[src/sv/dnatbt_pkg.sv]
// Shared types, codes and constants for the destination NAT rule table.
package dnatbt_pkg;

  localparam int DEF_ENTRIES = 64;
  localparam int ADDR_W      = 128;
  localparam int V4_W        = 32;

  localparam logic [2:0] REQ_ADD     = 3'd0;
  localparam logic [2:0] REQ_DEL_OLD = 3'd1;
  localparam logic [2:0] REQ_DEL_NEW = 3'd2;
  localparam logic [2:0] REQ_HAS_OLD = 3'd3;
  localparam logic [2:0] REQ_HAS_NEW = 3'd4;
  localparam logic [2:0] REQ_XLATE   = 3'd5;

  localparam logic [1:0] ST_OK       = 2'd0;
  localparam logic [1:0] ST_DUP      = 2'd1;
  localparam logic [1:0] ST_NOTFOUND = 2'd2;
  localparam logic [1:0] ST_FULL     = 2'd3;

  localparam logic [1:0] CFG_IPV4_EN = 2'd0;
  localparam logic [1:0] CFG_IPV6_EN = 2'd1;

  typedef struct packed {
    logic [2:0]  req_type;
    logic        is_ipv6;
    logic        from_lan;
    logic [63:0] addr_a_hi;
    logic [63:0] addr_a_lo;
    logic [63:0] addr_b_hi;
    logic [63:0] addr_b_lo;
    logic [63:0] uid_hi;
    logic [63:0] uid_lo;
  } in_t;

  typedef struct packed {
    logic [1:0]  status;
    logic        found;
    logic        translated;
    logic        rewrite_source;
    logic [63:0] repl_hi;
    logic [63:0] repl_lo;
    logic [63:0] out_uid_hi;
    logic [63:0] out_uid_lo;
  } out_t;

  typedef enum logic [2:0] {
    OP_NOP,
    OP_ADD,
    OP_DEL,
    OP_EXIST,
    OP_XLATE
  } op_t;

  // Classified request handed from the front to the back.
  typedef struct packed {
    op_t               op;
    logic              fam;
    logic              lan;
    logic              chk_old;
    logic              chk_new;
    logic [ADDR_W-1:0] key_old;
    logic [ADDR_W-1:0] key_new;
    logic [ADDR_W-1:0] uid;
  } cmd_t;

  typedef enum logic [1:0] {
    B_IDLE,
    B_SCAN,
    B_DONE
  } bstate_t;

endpackage

[src/sv/dnatbt_front.sv]
// Front end: accepts requests, normalizes keys, classifies them and queues them.
module dnatbt_front import dnatbt_pkg::*; (
  input  logic clk,
  input  logic rst,
  input  logic in_valid,
  output logic in_stall,
  input  in_t  in_data,
  input  logic ipv4_en,
  input  logic ipv6_en,
  output logic q_valid,
  output cmd_t q_cmd,
  input  logic q_pop
);

  logic [ADDR_W-1:0] a_key, b_key;
  cmd_t cmd_in;
  cmd_t q [2];
  logic [1:0] cnt;
  logic wp, rp, push;

  always_comb begin
    if (in_data.is_ipv6) begin
      a_key = {in_data.addr_a_hi, in_data.addr_a_lo};
      b_key = {in_data.addr_b_hi, in_data.addr_b_lo};
    end else begin
      a_key = {{(ADDR_W-V4_W){1'b0}}, in_data.addr_a_lo[V4_W-1:0]};
      b_key = {{(ADDR_W-V4_W){1'b0}}, in_data.addr_b_lo[V4_W-1:0]};
    end
    cmd_in.op      = OP_NOP;
    cmd_in.fam     = in_data.is_ipv6;
    cmd_in.lan     = in_data.from_lan;
    cmd_in.chk_old = 1'b0;
    cmd_in.chk_new = 1'b0;
    cmd_in.key_old = a_key;
    cmd_in.key_new = b_key;
    cmd_in.uid     = {in_data.uid_hi, in_data.uid_lo};
    case (in_data.req_type)
      REQ_ADD: begin
        cmd_in.op      = OP_ADD;
        cmd_in.chk_old = 1'b1;
        cmd_in.chk_new = 1'b1;
      end
      REQ_DEL_OLD, REQ_HAS_OLD: begin
        cmd_in.op      = (in_data.req_type == REQ_DEL_OLD) ? OP_DEL : OP_EXIST;
        cmd_in.chk_old = 1'b1;
      end
      REQ_DEL_NEW, REQ_HAS_NEW: begin
        cmd_in.op      = (in_data.req_type == REQ_DEL_NEW) ? OP_DEL : OP_EXIST;
        cmd_in.chk_new = 1'b1;
        cmd_in.key_new = a_key;
      end
      REQ_XLATE: begin
        // A disabled family passes through as an empty result.
        if (in_data.is_ipv6 ? ipv6_en : ipv4_en) begin
          cmd_in.op = OP_XLATE;
          if (in_data.from_lan) begin
            cmd_in.chk_new = 1'b1;
            cmd_in.key_new = a_key;
          end else begin
            cmd_in.chk_old = 1'b1;
            cmd_in.key_old = b_key;
          end
        end
      end
      default: cmd_in.op = OP_NOP;
    endcase
  end

  assign in_stall = (cnt == 2'd2);
  assign push     = in_valid && !in_stall;
  assign q_valid  = (cnt != 2'd0);
  assign q_cmd    = q[rp];

  always_ff @(posedge clk) begin
    if (rst) begin
      cnt <= 2'd0;
      wp  <= 1'b0;
      rp  <= 1'b0;
    end else begin
      if (push) wp <= ~wp;
      if (q_pop) rp <= ~rp;
      cnt <= cnt + {1'b0, push} - {1'b0, q_pop};
    end
  end

  always_ff @(posedge clk) begin
    if (push) q[wp] <= cmd_in;
  end

endmodule

[config.mk]
export PLATFORM = sky130hd
export DESIGN_NAME = dnatbt_front
export DESIGN_NICKNAME = d
export VERILOG_FILES = /design/src/sv/dnatbt_pkg.sv /design/src/sv/dnatbt_front.sv
export SDC_FILE = /design/constraint.sdc
export NUM_CORES = 1
export LEC_CHECK = 0
export ABC_CLOCK_PERIOD_IN_PS = 21300
export BUFFER_PORTS_ARGS = -buffer_cell sky130_fd_sc_hd__buf_2
export CELL_PAD_IN_SITES_DETAIL_PLACEMENT = 1
export CELL_PAD_IN_SITES_GLOBAL_PLACEMENT = 1
export CORE_AREA = 2 2 309 311
export CTS_BUF_LIST = sky130_fd_sc_hd__clkbuf_8
export CTS_CLUSTER_SIZE = 10
export DETAILED_ROUTE_END_ITERATION = 10
export DIE_AREA = 0 0 311 313
export PLACE_DENSITY_LB_ADDON = 0.3
export SLEW_MARGIN = 10
export SYNTH_ARGS = -nofsm -noshare
export SYNTH_HDL_FRONTEND = slang
export SYNTH_SLANG_ARGS = --single-unit
[constraint.sdc]
create_clock -name clk -period 21.3 [get_ports clk]
set_clock_uncertainty 0.15 [all_clocks]
set_input_delay 2.13 -clock clk [delete_from_list [all_inputs] [get_ports clk]]
set_output_delay 2.13 -clock clk [all_outputs]
set_load 0.005 [all_outputs]
==> impl_metrics.tcl <==
set metrics [dict create \
    status "finished, final reports clean" \
    crit_path_start_kind "register" \
    crit_arrival_ns 4.99 \
    synth_edf_count 782 \
    p_leak_nw 15.8 \
    globalplace.congestion 0.848 \
    ir_drop_v 0.0000680 \
    antenna_found_initial 43 \
    cts_resized 0 \
    fin_ws_ns 14.03 \
    grt_pass1_wl_mm 159 \
    ys_warn_count 0 \
    max_freq_ghz 0.138 \
    clock_latency_ns 0.79 \
    detailed_place_hpwl_mm 74.9 \
    final_common_cell "buf_2" \
    hp-start "rp$_SDFFE_PP0P_" \
    final_area_mm2 0.0408 \
    cts_tree "done" \
    grt_setup_unrepaired "no" \
    drt-wirelength-per-cell_um 25.0 \
    die_y_um 313 \
    crit_fanout 78 \
    fin_setup_tns_ns 0 \
    pre_cts_ws_ns 14.78 \
    final_cell_mix "buf_2, edfxtp_1, nand2_1" \
    slew_headroom 0.164 \
    synth_fp_nets 2569 \
    grt_max_degree 151 \
    ant_nets 0 \
    period_minus_slack_ns 7.27 \
    synthCells 2172 \
    synthArstFlopShare 0 \
    cts_sinks 787 \
    grt_pass1_vias 23900 \
    numCtsBuffers 141 \
    power_density_mw_per_mm2 101 \
    cp.required_ns 19.02 \
    syn_area_mm2 0.0331 \
    cts_setup_buffers 0 \
    drv_slew 0 \
    synth_top_cell_area_share 0.709 \
    core_mm2 0.0942 \
    synth_ff_type "edfxtp_1" \
    ctsHoldBuffers 0 \
    hold_viol_final 0 \
    first_iter_violations 1363 \
    num_vias 22400 \
    htree_num_levels 4 \
    crit-reg2reg-launch "cnt[0]$_SDFF_PP0_" \
    drc 0 \
    root_buffer "clkbuf_8" \
    die_w_um 311 \
    grt-ovfl-total 0 \
    yosys.cell_types.count 36 \
    fp.dieArea_mm2 0.0973 \
    cts.path.max_buffers 3 \
    clk_pin_slew_ns 0.05 \
    dpl_cell_area_mm2 0.0383 \
    path_class "register to primary output" \
    crit_path_end_kind "primary output" \
    ys_ff_latch 787 \
    maxCapViolCount 0 \
    yosysSeqAreaShare 0.712 \
    hold_class "register to register" \
    fin_crit_sh 0.341 \
    row_count 113 \
    area_growth_pct 23.4 \
    io_buffer_count 787 \
    avgSynthCellArea_um2 15.2 \
    setup_viol 0 \
    initial_core_util 0.352 \
    nNetsFinal 3387 \
    fillers 9923 \
    yosysTopAreaCell "edfxtp_1" \
    drtPass1Iterations 7 \
    layout-drive-gt1-share 0.460 \
    viasPerCell 5.12 \
    worst_pin_slew_ns 1.25 \
    grtUsageTotal 0.219 \
    io_pins 788 \
    wl_mm 109 \
    synth.area.top_cells "edfxtp_1, mux2_2, nand2_1" \
]
==> kinds of logic after synthesis <==
logic type / after synthesis / share of synthesized area
compound gates: 293 / 0.0600
xor+xnor: 5 / 0.00132
fa+ha+maj: 2 / 0.000756
buf+inv: 145 / 0.0199
flops: 787 / 0.712
mux: 425 / 0.144
simple gates: 515 / 0.0613
==> final timing paths <==
| check | cells past startpoint | slack [ns] | endpoint |
|---|---|---|---|
| min | 2 | 0.40 | register |
| max reg2reg | 7 | 16.53 | q[0][183]$_DFFE_PP_ |
| max | 5 | 14.03 | q_cmd[208] |
| min reg2reg | 2 | 0.40 | register |
==> metrics by stage <==
step	util	hold WS, ns	power, W	instances
global placement	0.406	0.351	0.00284	4112
global route	0.434	0.427	0.00430	4371
floorplan	-	0.330	0.00261	2172
CTS	0.433	0.406	0.00418	4353
finish	0.434	0.402	0.00412	4377
detailed placement	0.406	0.386	0.00287	4112
==> cell usage after synthesis (all sizes together) (2+ instances only) <==
| cell type | instances |
|---|---|
| edfxtp | 782 |
| nand2 | 471 |
| mux2 | 423 |
| a21oi | 183 |
| clkbuf | 88 |
| a221o | 86 |
| buf | 54 |
| nand2b | 12 |
| a22oi | 10 |
| nand3 | 9 |
| o2111ai | 9 |
| nor2 | 8 |
| dfxtp | 5 |
| nand3b | 5 |
| inv | 3 |
| nor2b | 3 |
| xnor2 | 3 |
| ha | 2 |
| mux2i | 2 |
| nor3 | 2 |
| xor2 | 2 |
==> per-layer routing <==
layer  up-vias  wire [um]  GRT usage
met3       248       8590     0.0773
met5         -        199          0
met4        32       4040     0.0919
met1     11300      40200      0.242
li1       9914          -          -
met2       884      56200      0.382
==> sequential cells by signal (all words and copies together) (netlist names), named ones only <==
name and cells:
rp 1, wp 1, cnt 2, q 782
==> final cells by class <==
type	instances	area [um^2]	area share
tap	1265	1580	0.0388
sequential	787	23600	0.578
inverter	3	13.8	0.000337
clock buffer	143	1970	0.0482
antenna	24	60.1	0.00147
timing repair buffer	817	4180	0.102
multi-input combinational	1240	8910	0.218
clock inverter	98	537	0.0131
==> critical path: stages, from the launching register on <==
cell and delay (ns):
dfxtp_4 0.98, buf_4 0.95, buf_4 0.69, buf_4 0.79, mux2_2 0.42, buf_2 0.13
==> power breakdown <==
| part | leakage (nW) | switching [W] | internal (W) |
|---|---|---|---|
| combinational | 6.97 | 0.000447 | 0.000304 |
| clock | 1.45 | 0.000633 | 0.000652 |
| sequential | 7.42 | 0.0000720 | 0.00201 |
Note: power is estimated with default switching activity, not from simulation.
